File: config.mk
export PLATFORM = sky130hd
export DESIGN_NAME = time_string_to_millis_parser
export DESIGN_NICKNAME = d
export VERILOG_FILES = /design/src/tsmp_pkg.sv /design/src/tsmp_front.sv /design/src/tsmp_queue.sv /design/src/tsmp_back.sv /design/src/time_string_to_millis_parser.sv
export VERILOG_INCLUDE_DIRS = /design/src /design/src/src
export SDC_FILE = /design/constraint.sdc
export NUM_CORES = 1
export LEC_CHECK = 0
export CORE_ASPECT_RATIO = 1.5
export CORE_MARGIN = 3
export CORE_UTILIZATION = 60
export CTS_BUF_LIST = sky130_fd_sc_hd__clkbuf_4
export DETAILED_ROUTE_END_ITERATION = 12
export DONT_BUFFER_PORTS = 1
export PLACE_DENSITY = 0.8
export SLEW_MARGIN = 20
export SYNTH_ARGS = -nofsm -noshare
export SYNTH_HDL_FRONTEND = slang
export SYNTH_HIERARCHICAL = 1
export SYNTH_SLANG_ARGS = --single-unit
File: constraint.sdc
create_clock -name clk -period 12.6 [get_ports clk]
set_clock_uncertainty 0.2 [all_clocks]
set_input_delay 0.63 -clock clk [delete_from_list [all_inputs] [get_ports clk]]
set_output_delay 0.63 -clock clk [all_outputs]
set_load 0.1 [all_outputs]
File: src/assert_macros.svh
// Assertion shorthands for the timestamp parser.
// Used by modules that check their own invariants; needs clk and rst in scope.
`ifndef ASSERT_MACROS_SVH
`define ASSERT_MACROS_SVH

// A property that must hold on every clock edge outside reset.
`define TSMP_ASSERT(lbl, prop, msg) \
  lbl: assert property (@(posedge clk) disable iff (rst) prop) else $error(msg);

// A condition that must never be seen on a clock edge outside reset.
`define TSMP_NEVER(lbl, cond, msg) \
  lbl: assert property (@(posedge clk) disable iff (rst) !(cond)) else $error(msg);

`endif

File: src/tsmp_pkg.sv
// Shared types and constants of the timestamp parser.
// Used by every module of the block; depends on nothing.
package tsmp_pkg;

  typedef struct packed {
    logic [7:0]  ch;
    logic        last;
    logic [26:0] now_millis;
    logic [31:0] today;
  } item_t;

  typedef struct packed {
    logic        ok;
    logic [26:0] millis_of_day;
    logic [31:0] day_number;
  } result_t;

  typedef struct packed {
    logic        ok;
    logic [4:0]  hours;
    logic [5:0]  minutes;
    logic [5:0]  seconds;
    logic [9:0]  fraction;
    logic [26:0] now_millis;
    logic [31:0] today;
  } job_t;

  localparam logic [7:0] CH_SPACE = 8'h20;
  localparam logic [7:0] CH_TAB   = 8'h09;
  localparam logic [7:0] CH_CR    = 8'h0D;
  localparam logic [7:0] CH_ZERO  = 8'h30;
  localparam logic [7:0] CH_NINE  = 8'h39;
  localparam logic [7:0] CH_PLUS  = 8'h2B;
  localparam logic [7:0] CH_MINUS = 8'h2D;
  localparam logic [7:0] CH_COLON = 8'h3A;
  localparam logic [7:0] CH_DOT   = 8'h2E;

  localparam logic [6:0] MAX_HOURS    = 7'd23;
  localparam logic [6:0] MAX_MINSEC   = 7'd59;
  localparam logic [9:0] MAX_FRACTION = 10'd999;

  localparam logic [26:0] MS_PER_HOUR   = 27'd3600000;
  localparam logic [21:0] MS_PER_MINUTE = 22'd60000;
  localparam logic [15:0] MS_PER_SECOND = 16'd1000;
  localparam logic [26:0] MS_DAY_MAX    = 27'd86399999;

  localparam int JOB_DEPTH = 2;
  localparam int OUT_DEPTH = 4;
  localparam int OUT_AW    = $clog2(OUT_DEPTH);

endpackage

File: src/tsmp_front.sv
// Character front end: grammar state machine and digit accumulation.
// Depends on tsmp_pkg; hands one job per string to the job queue.
module tsmp_front (
  input  logic           clk,
  input  logic           rst,
  input  logic           push,
  input  tsmp_pkg::item_t item,
  input  logic           job_full,
  output logic           job_push,
  output tsmp_pkg::job_t job
);
  import tsmp_pkg::*;

  typedef enum logic [1:0] {PH_BEFORE, PH_SIGN, PH_DIGITS, PH_AFTER} phase_t;

  localparam logic [1:0] F_HOURS    = 2'd0;
  localparam logic [1:0] F_MINUTES  = 2'd1;
  localparam logic [1:0] F_SECONDS  = 2'd2;
  localparam logic [1:0] F_FRACTION = 2'd3;

  phase_t     phase, phase_next;
  logic [1:0] field, field_next;
  logic       long_form, long_form_next;
  logic [1:0] pending, pending_next;
  logic       negative, negative_next;
  logic [6:0] hours_acc, hours_next;
  logic [6:0] minutes_acc, minutes_next;
  logic [6:0] seconds_acc, seconds_next;
  logic [9:0] fraction_acc, fraction_next;
  logic       failed, failed_next;

  logic       accept;
  logic [7:0] c;
  logic [3:0] dval;
  logic       is_ws, is_dig, is_sign;
  logic [9:0] cur_acc, acc_mul, acc_masked;
  logic [1:0] need, pending_inc;
  logic       do_begin, do_start;
  logic [1:0] bn_field;
  logic       acc_we;
  logic [1:0] acc_field;
  logic [9:0] acc_val;
  logic       good;

  assign accept = push && !job_full;
  assign c      = item.ch;
  assign dval   = c[3:0];
  assign is_ws  = (c == CH_SPACE) || (c >= CH_TAB && c <= CH_CR);
  assign is_dig = (c >= CH_ZERO) && (c <= CH_NINE);
  assign is_sign = (c == CH_PLUS) || (c == CH_MINUS);

  always_comb begin
    case (field)
      F_HOURS:   cur_acc = {3'd0, hours_acc};
      F_MINUTES: cur_acc = {3'd0, minutes_acc};
      F_SECONDS: cur_acc = {3'd0, seconds_acc};
      default:   cur_acc = fraction_acc;
    endcase
  end

  assign acc_mul     = {cur_acc[6:0], 3'b000} + {cur_acc[8:0], 1'b0} + {6'd0, dval};
  assign acc_masked  = (field == F_FRACTION) ? acc_mul : {3'd0, acc_mul[6:0]};
  assign need        = (field == F_FRACTION) ? 2'd3 : 2'd2;
  assign pending_inc = pending + 2'd1;

  always_comb begin
    phase_next     = phase;
    field_next     = field;
    long_form_next = long_form;
    pending_next   = pending;
    negative_next  = negative;
    failed_next    = failed;
    do_begin       = 1'b0;
    do_start       = 1'b0;
    bn_field       = field;
    acc_we         = 1'b0;
    acc_field      = field;
    acc_val        = acc_mul;

    if (!failed) begin
      case (phase)
        PH_BEFORE: begin
          if (!is_ws) begin
            do_begin = 1'b1;
          end
        end
        PH_SIGN: begin
          if (is_dig) begin
            do_start = 1'b1;
          end else begin
            failed_next = 1'b1;
          end
        end
        PH_DIGITS: begin
          if (!is_dig) begin
            failed_next = 1'b1;
          end else begin
            acc_we       = 1'b1;
            pending_next = pending_inc;
            if (pending_inc >= need) begin
              if (negative && acc_masked != 10'd0) begin
                failed_next = 1'b1;
              end else begin
                phase_next = PH_AFTER;
              end
            end
          end
        end
        default: begin
          if (!is_ws) begin
            if (field == F_HOURS) begin
              if (c == CH_COLON) begin
                long_form_next = 1'b1;
                field_next     = F_MINUTES;
                phase_next     = PH_BEFORE;
              end else begin
                long_form_next = 1'b0;
                do_begin       = 1'b1;
                bn_field       = F_MINUTES;
              end
            end else if (field == F_MINUTES) begin
              if (long_form) begin
                if (c == CH_COLON) begin
                  field_next = F_SECONDS;
                  phase_next = PH_BEFORE;
                end else begin
                  failed_next = 1'b1;
                end
              end else begin
                do_begin = 1'b1;
                bn_field = F_SECONDS;
              end
            end else if (field == F_SECONDS && long_form && c == CH_DOT) begin
              field_next = F_FRACTION;
              phase_next = PH_BEFORE;
            end else begin
              failed_next = 1'b1;
            end
          end
        end
      endcase
    end

    if (do_begin) begin
      negative_next = 1'b0;
      if (is_sign) begin
        negative_next = (c == CH_MINUS);
        field_next    = bn_field;
        phase_next    = PH_SIGN;
      end else if (is_dig) begin
        do_start = 1'b1;
      end else begin
        failed_next = 1'b1;
      end
    end

    if (do_start) begin
      acc_we       = 1'b1;
      acc_field    = bn_field;
      acc_val      = {6'd0, dval};
      pending_next = 2'd1;
      field_next   = bn_field;
      phase_next   = PH_DIGITS;
    end

    hours_next    = hours_acc;
    minutes_next  = minutes_acc;
    seconds_next  = seconds_acc;
    fraction_next = fraction_acc;
    if (acc_we) begin
      case (acc_field)
        F_HOURS:   hours_next    = acc_val[6:0];
        F_MINUTES: minutes_next  = acc_val[6:0];
        F_SECONDS: seconds_next  = acc_val[6:0];
        default:   fraction_next = acc_val;
      endcase
    end
  end

  always_comb begin
    good = !failed_next && phase_next == PH_AFTER &&
           field_next == (long_form_next ? F_FRACTION : F_SECONDS);
    if (hours_next > MAX_HOURS || minutes_next > MAX_MINSEC ||
        seconds_next > MAX_MINSEC || fraction_next > MAX_FRACTION) begin
      good = 1'b0;
    end
    job.ok         = good;
    job.hours      = hours_next[4:0];
    job.minutes    = minutes_next[5:0];
    job.seconds    = seconds_next[5:0];
    job.fraction   = long_form_next ? fraction_next : 10'd0;
    job.now_millis = item.now_millis;
    job.today      = item.today;
  end

  assign job_push = accept && item.last;

  always_ff @(posedge clk) begin
    if (rst || (accept && item.last)) begin
      phase        <= PH_BEFORE;
      field        <= F_HOURS;
      long_form    <= 1'b0;
      pending      <= 2'd0;
      negative     <= 1'b0;
      hours_acc    <= 7'd0;
      minutes_acc  <= 7'd0;
      seconds_acc  <= 7'd0;
      fraction_acc <= 10'd0;
      failed       <= 1'b0;
    end else if (accept) begin
      phase        <= phase_next;
      field        <= field_next;
      long_form    <= long_form_next;
      pending      <= pending_next;
      negative     <= negative_next;
      hours_acc    <= hours_next;
      minutes_acc  <= minutes_next;
      seconds_acc  <= seconds_next;
      fraction_acc <= fraction_next;
      failed       <= failed_next;
    end
  end

endmodule

File: src/tsmp_queue.sv
// Short job queue between the character front end and the arithmetic back end.
// Depends on tsmp_pkg for the job record and the queue depth.
module tsmp_queue (
  input  logic           clk,
  input  logic           rst,
  input  logic           push,
  input  tsmp_pkg::job_t wr_job,
  output logic           full,
  input  logic           pop,
  output tsmp_pkg::job_t rd_job,
  output logic           empty
);
  import tsmp_pkg::*;

  localparam int AW = $clog2(JOB_DEPTH);

  job_t          slots [JOB_DEPTH];
  logic [AW-1:0] wr_ptr, rd_ptr;
  logic [AW:0]   count;
  logic          do_push, do_pop;

  assign full    = (count == (AW+1)'(JOB_DEPTH));
  assign empty   = (count == '0);
  assign do_push = push && !full;
  assign do_pop  = pop && !empty;
  assign rd_job  = slots[rd_ptr];

  always_ff @(posedge clk) begin
    if (do_push) begin
      slots[wr_ptr] <= wr_job;
    end
    if (rst) begin
      wr_ptr <= '0;
      rd_ptr <= '0;
      count  <= '0;
    end else begin
      if (do_push) begin
        wr_ptr <= wr_ptr + AW'(1);
      end
      if (do_pop) begin
        rd_ptr <= rd_ptr + AW'(1);
      end
      count <= count + (AW+1)'(do_push) - (AW+1)'(do_pop);
    end
  end

endmodule

File: src/tsmp_back.sv
// Arithmetic back end: millisecond sum, day rollback and the result queue.
// Depends on tsmp_pkg and assert_macros.svh; takes jobs from the job queue.
`include "assert_macros.svh"

module tsmp_back (
  input  logic              clk,
  input  logic              rst,
  input  tsmp_pkg::job_t    job,
  input  logic              job_empty,
  output logic              job_pop,
  output tsmp_pkg::result_t result,
  output logic              empty,
  input  logic              pop
);
  import tsmp_pkg::*;

  logic        v1, ok1;
  logic [26:0] ph1;
  logic [21:0] pm1;
  logic [15:0] ps1;
  logic [26:0] now1;
  logic [31:0] today1;

  logic        v2, ok2;
  logic [26:0] ms2, now2;
  logic [31:0] today2;

  result_t           fifo [OUT_DEPTH];
  logic [OUT_AW-1:0] wr_ptr, rd_ptr;
  logic [OUT_AW:0]   out_count;
  logic [OUT_AW:0]   pending_total;
  logic              pop_fire;
  result_t           wr_res;

  assign pending_total = out_count + (OUT_AW+1)'(v1) + (OUT_AW+1)'(v2);
  assign job_pop  = !job_empty && (pending_total < (OUT_AW+1)'(OUT_DEPTH));
  assign pop_fire = pop && (out_count != '0);
  assign empty    = (out_count == '0);
  assign result   = fifo[rd_ptr];

  always_comb begin
    wr_res.ok            = ok2;
    wr_res.millis_of_day = ok2 ? ms2 : 27'd0;
    wr_res.day_number    = 32'd0;
    if (ok2) begin
      wr_res.day_number = (ms2 >= now2) ? today2 - 32'd1 : today2;
    end
  end

  always_ff @(posedge clk) begin
    ok1    <= job.ok;
    ph1    <= {22'd0, job.hours} * MS_PER_HOUR;
    pm1    <= {16'd0, job.minutes} * MS_PER_MINUTE;
    ps1    <= {10'd0, job.seconds} * MS_PER_SECOND + {6'd0, job.fraction};
    now1   <= job.now_millis;
    today1 <= job.today;

    ok2    <= ok1;
    ms2    <= ph1 + {5'd0, pm1} + {11'd0, ps1};
    now2   <= now1;
    today2 <= today1;

    if (v2) begin
      fifo[wr_ptr] <= wr_res;
    end

    if (rst) begin
      v1        <= 1'b0;
      v2        <= 1'b0;
      wr_ptr    <= '0;
      rd_ptr    <= '0;
      out_count <= '0;
    end else begin
      v1 <= job_pop;
      v2 <= v1;
      if (v2) begin
        wr_ptr <= wr_ptr + OUT_AW'(1);
      end
      if (pop_fire) begin
        rd_ptr <= rd_ptr + OUT_AW'(1);
      end
      out_count <= out_count + (OUT_AW+1)'(v2) - (OUT_AW+1)'(pop_fire);
    end
  end

  `TSMP_NEVER(a_no_overflow, v2 && !pop_fire && out_count == (OUT_AW+1)'(OUT_DEPTH), "result queue overflow")
  `TSMP_ASSERT(a_credit, (pending_total <= (OUT_AW+1)'(OUT_DEPTH)), "in-flight jobs exceed result space")
  `TSMP_ASSERT(a_ms_range, (v2 && ok2 |-> ms2 <= MS_DAY_MAX), "valid time beyond end of day")

endmodule

File: src/time_string_to_millis_parser.sv
// Timestamp string parser, top level: front end, job queue and back end.
// Depends on tsmp_pkg, tsmp_front, tsmp_queue and tsmp_back.
//
// The block takes one character per clock cycle while full is low, in either the
// "hhmmss" or the "hh:mm:ss.fff" form, and the character marked last closes the
// string. The front end steps its grammar state machine once per character, so
// characters stream in back to back while full is low. On the last character it
// hands a job to a two-entry queue; the back end forms the milliseconds in a
// two-stage multiply and add pipeline, and one string can finish in every cycle
// while the result queue has room. Full rises only when both job queue entries
// are waiting, which happens when the result queue has backed up.
module time_string_to_millis_parser (
  input  logic              clk,
  input  logic              rst,
  input  logic              push,
  input  tsmp_pkg::item_t   item,
  output logic              full,
  output logic              empty,
  input  logic              pop,
  output tsmp_pkg::result_t result
);
  import tsmp_pkg::*;

  job_t front_job, back_job;
  logic job_push, job_full, job_pop, job_empty;

  assign full = job_full;

  tsmp_front u_front (
    .clk      (clk),
    .rst      (rst),
    .push     (push),
    .item     (item),
    .job_full (job_full),
    .job_push (job_push),
    .job      (front_job)
  );

  tsmp_queue u_queue (
    .clk    (clk),
    .rst    (rst),
    .push   (job_push),
    .wr_job (front_job),
    .full   (job_full),
    .pop    (job_pop),
    .rd_job (back_job),
    .empty  (job_empty)
  );

  tsmp_back u_back (
    .clk       (clk),
    .rst       (rst),
    .job       (back_job),
    .job_empty (job_empty),
    .job_pop   (job_pop),
    .result    (result),
    .empty     (empty),
    .pop       (pop)
  );

endmodule

# After elaboration in Yosys (flattened, before gate mapping)
# Memory sizes are Yosys's and may differ from the RTL's. A register that Yosys moved wholly into a read port is not among the register bits.
# Cells that the tools add are included.
[classes] n_addsub=17 mul=3 order_cmp=11 n_eq_ne=16 mux=101 n_reduce_logical=37
[ops] cell="$mux W2" count=39
[ops] cell="$mux W32" count=2
[ops] cell="$mux W10" count=5
[ops] cell="$mux W1" count=44
[ops] cell="$mux W7" count=6
[ops] cell="$eq A8 B6 Y1 const B" count=5
[ops] cell="$sub A32 B1 Y32 const B" count=1
[ops] cell="$add A27 B16 Y27" count=1
[ops] cell="$add A27 B22 Y27" count=1
[ops] cell="$ge A27 B27 Y1" count=1
[ops] cell="$mux W27" count=1
[ops] cell="$pmux W9 S3" count=1
[ops] cell="$mul A5 B15 Y20 const B" count=1
[ops] cell="$mul A6 B11 Y17 const B" count=1
[ops] cell="$add A16 B10 Y16" count=1
[ops] cell="$gt A7 B6 Y1 const B" count=2
[ops] cell="$logic_and A1 B1 Y1" count=13
[ops] cell="$mul A6 B7 Y13 const B" count=1
[ops] cell="$eq A2 B2 Y1 const B" count=6
[ops] cell="$add A10 B10 Y10" count=1
[ops] cell="$add A10 B4 Y10" count=1
[ops] cell="$gt A10 B10 Y1 const B" count=1
[ops] cell="$reduce_bool A10 Y1" count=1
[ops] cell="$add A3 B1 Y3" count=3
[ops] cell="other kinds (28)" count=46
[totals] ff_bits=253 ram_bits=414 inputBits=72 out_inout_bits=62 mem_count=2
[memory_table] name="u_back.fifo" depth=4 word_bits=60 read_ports=1 rd_clocked_by_memory_dff=1 wr=1 line="tsmp_back.sv:28" rtl="result_t fifo [OUT_DEPTH];"
[memory_table] name="u_queue.slots" depth=2 word_bits=87 read_ports=1 rd_clocked_by_memory_dff=1 wr=1 line="tsmp_queue.sv:17" rtl="job_t slots [JOB_DEPTH];"

# Logic depth before layout (Yosys ltp)
[logic_depth] depth_word=19 ltp_mapped=20 mapped_depth_nobuf=17

# Hierarchy
# Netlist, hierarchy kept.
[by_module_without_submodules] module="tsmp_back" n_inst=1 cells_per_inst=1508 area_per_inst_um2=20412.1 seq_area_each_um2=11431.0
[by_module_without_submodules] module="tsmp_queue" n_inst=1 cells_per_inst=298 area_per_inst_um2=6631.4 seq_area_each_um2=5325.1
[by_module_without_submodules] module="tsmp_front" n_inst=1 cells_per_inst=505 area_per_inst_um2=4053.9 seq_area_each_um2=800.8

# Worst setup path after synthesis
# Ideal clock, no wire load.
[synth_path] path_kind="reg2reg" from="register u_front.field[0]" to="memory u_queue/slots[0][86] (netlist bit) (data pin)" setup_ns=0.128 t_arrival_ns=5.117 required_ns=12.272 slack_ns=7.154 stages_incl_launch_ff=16 path_buffers=3 path_cell_list="dfxtp_1 > clkbuf_1 > buf_1 > mux4_2 > fa_1 > fa_1 > a211oi_1 > nor2_1 > xor2_1 > or4_1 > nor3b_2 > a211oi_1 > a2111oi_0 > nand3b_1 > a2111oi_2 > buf_4"
[synth_via] elab_chain_cells=19
[synth_rtl] item="from (decl)" line="tsmp_front.sv:22" rtl="logic [1:0] field, field_next;"
[synth_rtl] item="from (signal assigned)" line="tsmp_front.sv:212" rtl="field <= field_next;"
[synth_rtl] item="$eq A2 B2 Y1 (tied with other cells)" line="tsmp_front.sv:53, tsmp_front.sv:133"
[synth_rtl] item="$pmux W9 S3" line="tsmp_front.sv:53" rtl="case (field)"
[synth_rtl] item="$add A10 B10 Y10" line="tsmp_front.sv:61" rtl="assign acc_mul = {cur_acc[6:0], 3'b000} + {cur_acc[8:0], 1'b0} + {6'd0, dval};"
[synth_rtl] item="$add A10 B4 Y10" line="tsmp_front.sv:61"
[synth_rtl] item="$mux W10" line="tsmp_front.sv:62" rtl="assign acc_masked = (field == F_FRACTION) ? acc_mul : {3'd0, acc_mul[6:0]};"
[synth_rtl] item="$reduce_bool A10 Y1" line="tsmp_front.sv:101" rtl="if (negative && acc_masked != 10'd0) begin"
[synth_rtl] item="$logic_and A1 B1 Y1" line="tsmp_front.sv:101"
[synth_rtl] item="$mux W2 / $mux W1 (equally long branches)" line="tsmp_front.sv:101"
[synth_rtl] item="[... 3 more ...]"
[synth_rtl] item="$mux W2 / $mux W1 (equally long branches)" line="tsmp_front.sv:80" rtl="if (!failed) begin"
[synth_rtl] item="$mux W2 / $mux W1 (equally long branches)" line="tsmp_front.sv:146, tsmp_front.sv:150"
[synth_rtl] item="$mux W2 / $mux W1 (equally long branches)" line="tsmp_front.sv:144, tsmp_front.sv:146"
[synth_rtl] item="$mux W2 / $mux W1 (equally long branches)" line="tsmp_front.sv:157, tsmp_front.sv:144"
[synth_rtl] item="$eq A2 B2 Y1 / $logic_not A1 Y1 (equally long branches)" line="tsmp_front.sv:181" rtl="good = !failed_next && phase_next == PH_AFTER &&"
[synth_rtl] item="$logic_and A1 B1 Y1 (2 in a row)" line="tsmp_front.sv:181"
[synth_rtl] item="$mux W1 *" line="tsmp_front.sv:183" rtl="if (hours_next > MAX_HOURS || minutes_next > MAX_MINSEC ||"
[synth_rtl] item="net u_front.good" line="tsmp_front.sv:43" rtl="logic good;"
[synth_rtl] item="to (decl)" line="tsmp_queue.sv:17"
# The timed path passes the listed nets; every way through them passes the cells marked *.

==> reports/results.ini <==
[status]
outcome = finished clean

[final_layout]
num-nets-final = 2699
drive_above_1_share_pct = 20.3
fin_util_pct = 66.8
fin_cells = 3190
final_area_um2 = 34000
syn2layout_area_growth_pct = 9.34

[placed_design]
place_congestion = 0.902
dp_hpwl_mm = 44.6
port_buffers = 0
placedCellCount = 2851
pre_cts_slack_ns = 6.72
dpl-instance-area_um2 = 31200

[yosys]
synthArstFlopShare_pct = 0
synth_edf_count = 414
yosysSeqAreaShare_pct = 56.5
synthCells = 2311
syn_nets = 2612
synth_cell_type_count = 96
yosysWarnings = 6
ys.flop_type = edfxtp_1
yosysTopAreaCell = edfxtp_1
syn_area_um2 = 31100
synth_top_area_share_pct = 40.0
synthTopCellsByArea = edfxtp_1, dfxtp_1, ha_1
synth_area_per_cell_um2 = 13.5
synth_seq_cells = 670

[detailed_routing]
drc_errors = 0
vias = 18500
wl_mm = 65.3
antenna_left = 0
drt_iter0_drc = 1038
wl_per_cell_um = 20.5
vias_per_cell = 5.79
dr.pass1.iters = 5

[setup_path]
startpoint_type = register
crit_required_ns = 13.09
worstPathArrival_ns = 6.30
cp_max_fo = 62
endpoint_kind = register
worst-setup-path-type = reg2reg
r2r_slack_ns = 6.80

[timing]
fin_ws_ns = 6.80
period_needed_ns = 5.80
hold_viol = 0
min_period_over_period_pct = 46.1
report.final.slew_viol_count = 0
rsz0062_at_grt = false
setup-tns-final_ns = 0
slew_headroom_pct = 33.2
worst_pin_slew_ns = 1.00
fmax_mhz = 172
whs_ns = 0.0748
final-setup-viol-count = 0

[pwr]
clkPwrFrac_pct = 19.0
power.leakage_nw = 12.9
intPower_mw = 5.59
power_frac_comb_pct = 49.5
finalPower_mw = 9.49
switching_share_pct = 41.1
p_sw_mw = 3.90
ir_worst_vdd_uv = 177
power_density_nw_per_um2 = 279
pwr-share-seq_pct = 31.5

[floorplan]
ios = 134
die_h_um = 285
rows = 101
fp.coreArea_um2 = 50900
dieArea_um2 = 54700
initial_core_util_pct = 61.1
die_w_um = 192

[clocking]
clock-sinks = 670
cts_resized = 0
cts_buffers = 148
clkLatencyLatePin_ns = 0.85
cts_buffer_depth = 3
cts_setup_buffers = 0
htreeDepth = 4
cts_tree = yes
clockRootBuffer = clkbuf_4
cts.clk_slew.worst_paths_ns = 0.07

[global_route]
grt-ovfl-total = 0
grt_use_total_pct = 24.0
grt_pass1_wl_mm = 102
antenna_found_initial = 3
grt_start_max_net_pins = 96
grt_pass1_vias = 19800

[min_path]
hold_class = in2reg

[run]
max_cap_violations = 0

## critical path: stages (launching register included)
cell and delay, ns:
dfxtp_4 0.64, buf_4 0.77, mux2_4 0.39, fa_1 0.53, ha_1 0.30, inv_1 0.05, fa_1 0.46, inv_1 0.06
ha_1 0.18, inv_1 0.06, fa_1 0.41, xnor2_1 0.15, ha_1 0.31, o21ai_0 0.09, nand2b_1 0.11, o21a_1 0.14
and4_1 0.21, nor4bb_1 0.41, xnor2_1 0.13
## worst paths after layout
check | depth (start not counted) | start | end
max reg2reg | 18 | register | u_back/ps1[15]$_DFF_P_
max | 18 | register | u_back/ps1[15]$_DFF_P_
min | 3 | item[59] | u_front/field[1]$_SDFFE_PP0P_
min reg2reg | 0 | u_back/today1[25]$_DFF_P_ | u_back/today2[25]$_DFF_P_
## repair_timing
item	CTS	global route
endpoints found under the setup margin	0	0
hold buffers	66	0
endpoints found under the hold margin	162	0
## layout by cell type (no fill, tap or decap), types with 67 or more instances in the layout
cell type,count
inv_1,132
nor2_1,114
nand2_1,120
mux4_2,67
mux2_2,77
ha_1,179
a21oi_1,84
dfxtp_1,252
edfxtp_1,414
clkbuf_4,212
## flip-flops by register name, indices dropped and copies added, names as in the netlist, 10 cells and up, named ones only
name,count
u_back/ms2,27
u_back/today2,32
u_back/today1,32
u_back/pm1,17
u_front/fraction_acc,10
u_back/ph1,20
u_queue/slots,174
u_back/now1,27
u_back/fifo,240
u_back/now2,27
u_back/ps1,16
## cells in the mapped netlist (all sizes together) (7+ instances only)
cell    count
nand3b      9
xnor2      46
mux2i      50
nor2      117
a21oi      84
or4         8
o22ai      22
o21a       14
nand4      13
nor3       34
a31oi      10
nor4       11
o21ai      45
edfxtp    414
buf       110
xor2       29
clkbuf     43
fa         50
mux2      107
o211ai      7
and2       38
nand3      66
mux4       67
nor2b      22
and3       10
nand2b     50
a211oi     13
a21o       27
inv       134
dfxtp     256
or3        10
o32ai       9
nand2     120
ha        179
## layer usage
layer,global-route usage (%),share of wire (%)
met1,24.4,35
met2,45.8,55
met3,4.61,5.0
met4,12.3,4.9
met5,0,0
## layout make-up
cell class,count,area (um^2)
fill,3532,16900
antenna,3,7.51
inverter,134,505
sequential,670,17600
multi-input combinational,1354,12100
timing repair buffer,90,861
clock inverter,58,510
tap,669,837
clock buffer,212,1590
## power groups by stage
| stage | clock network (mW) | registers (mW) | logic [mW] |
|---|---|---|---|
| global route | 1.96 | 3.02 | 5.19 |
| CTS | 1.85 | 2.99 | 4.68 |
| detailed placement | 0 | 3.04 | 4.63 |
| global placement | 0 | 3.03 | 4.48 |
| floorplan | 0 | 2.93 | 3.82 |
| finish | 1.80 | 2.99 | 4.70 |
## logic make-up (layout without fill, tap and decap cells)
kind of cell | Yosys count | count (layout) | synth area share (%)
AND/OR/NAND/NOR | 534 | 534 | 9.05
flip-flops | 670 | 670 | 56.5
XOR/XNOR | 75 | 75 | 2.11
buffers and inverters | 287 | 494 | 4.64
adder cells (fa/ha/maj) | 229 | 229 | 10.4
AO/OA/AOI/OAI | 292 | 292 | 6.61
other | 0 | 3 | 0
multiplexers | 224 | 224 | 10.7
(Power assumes the default switching activity.)
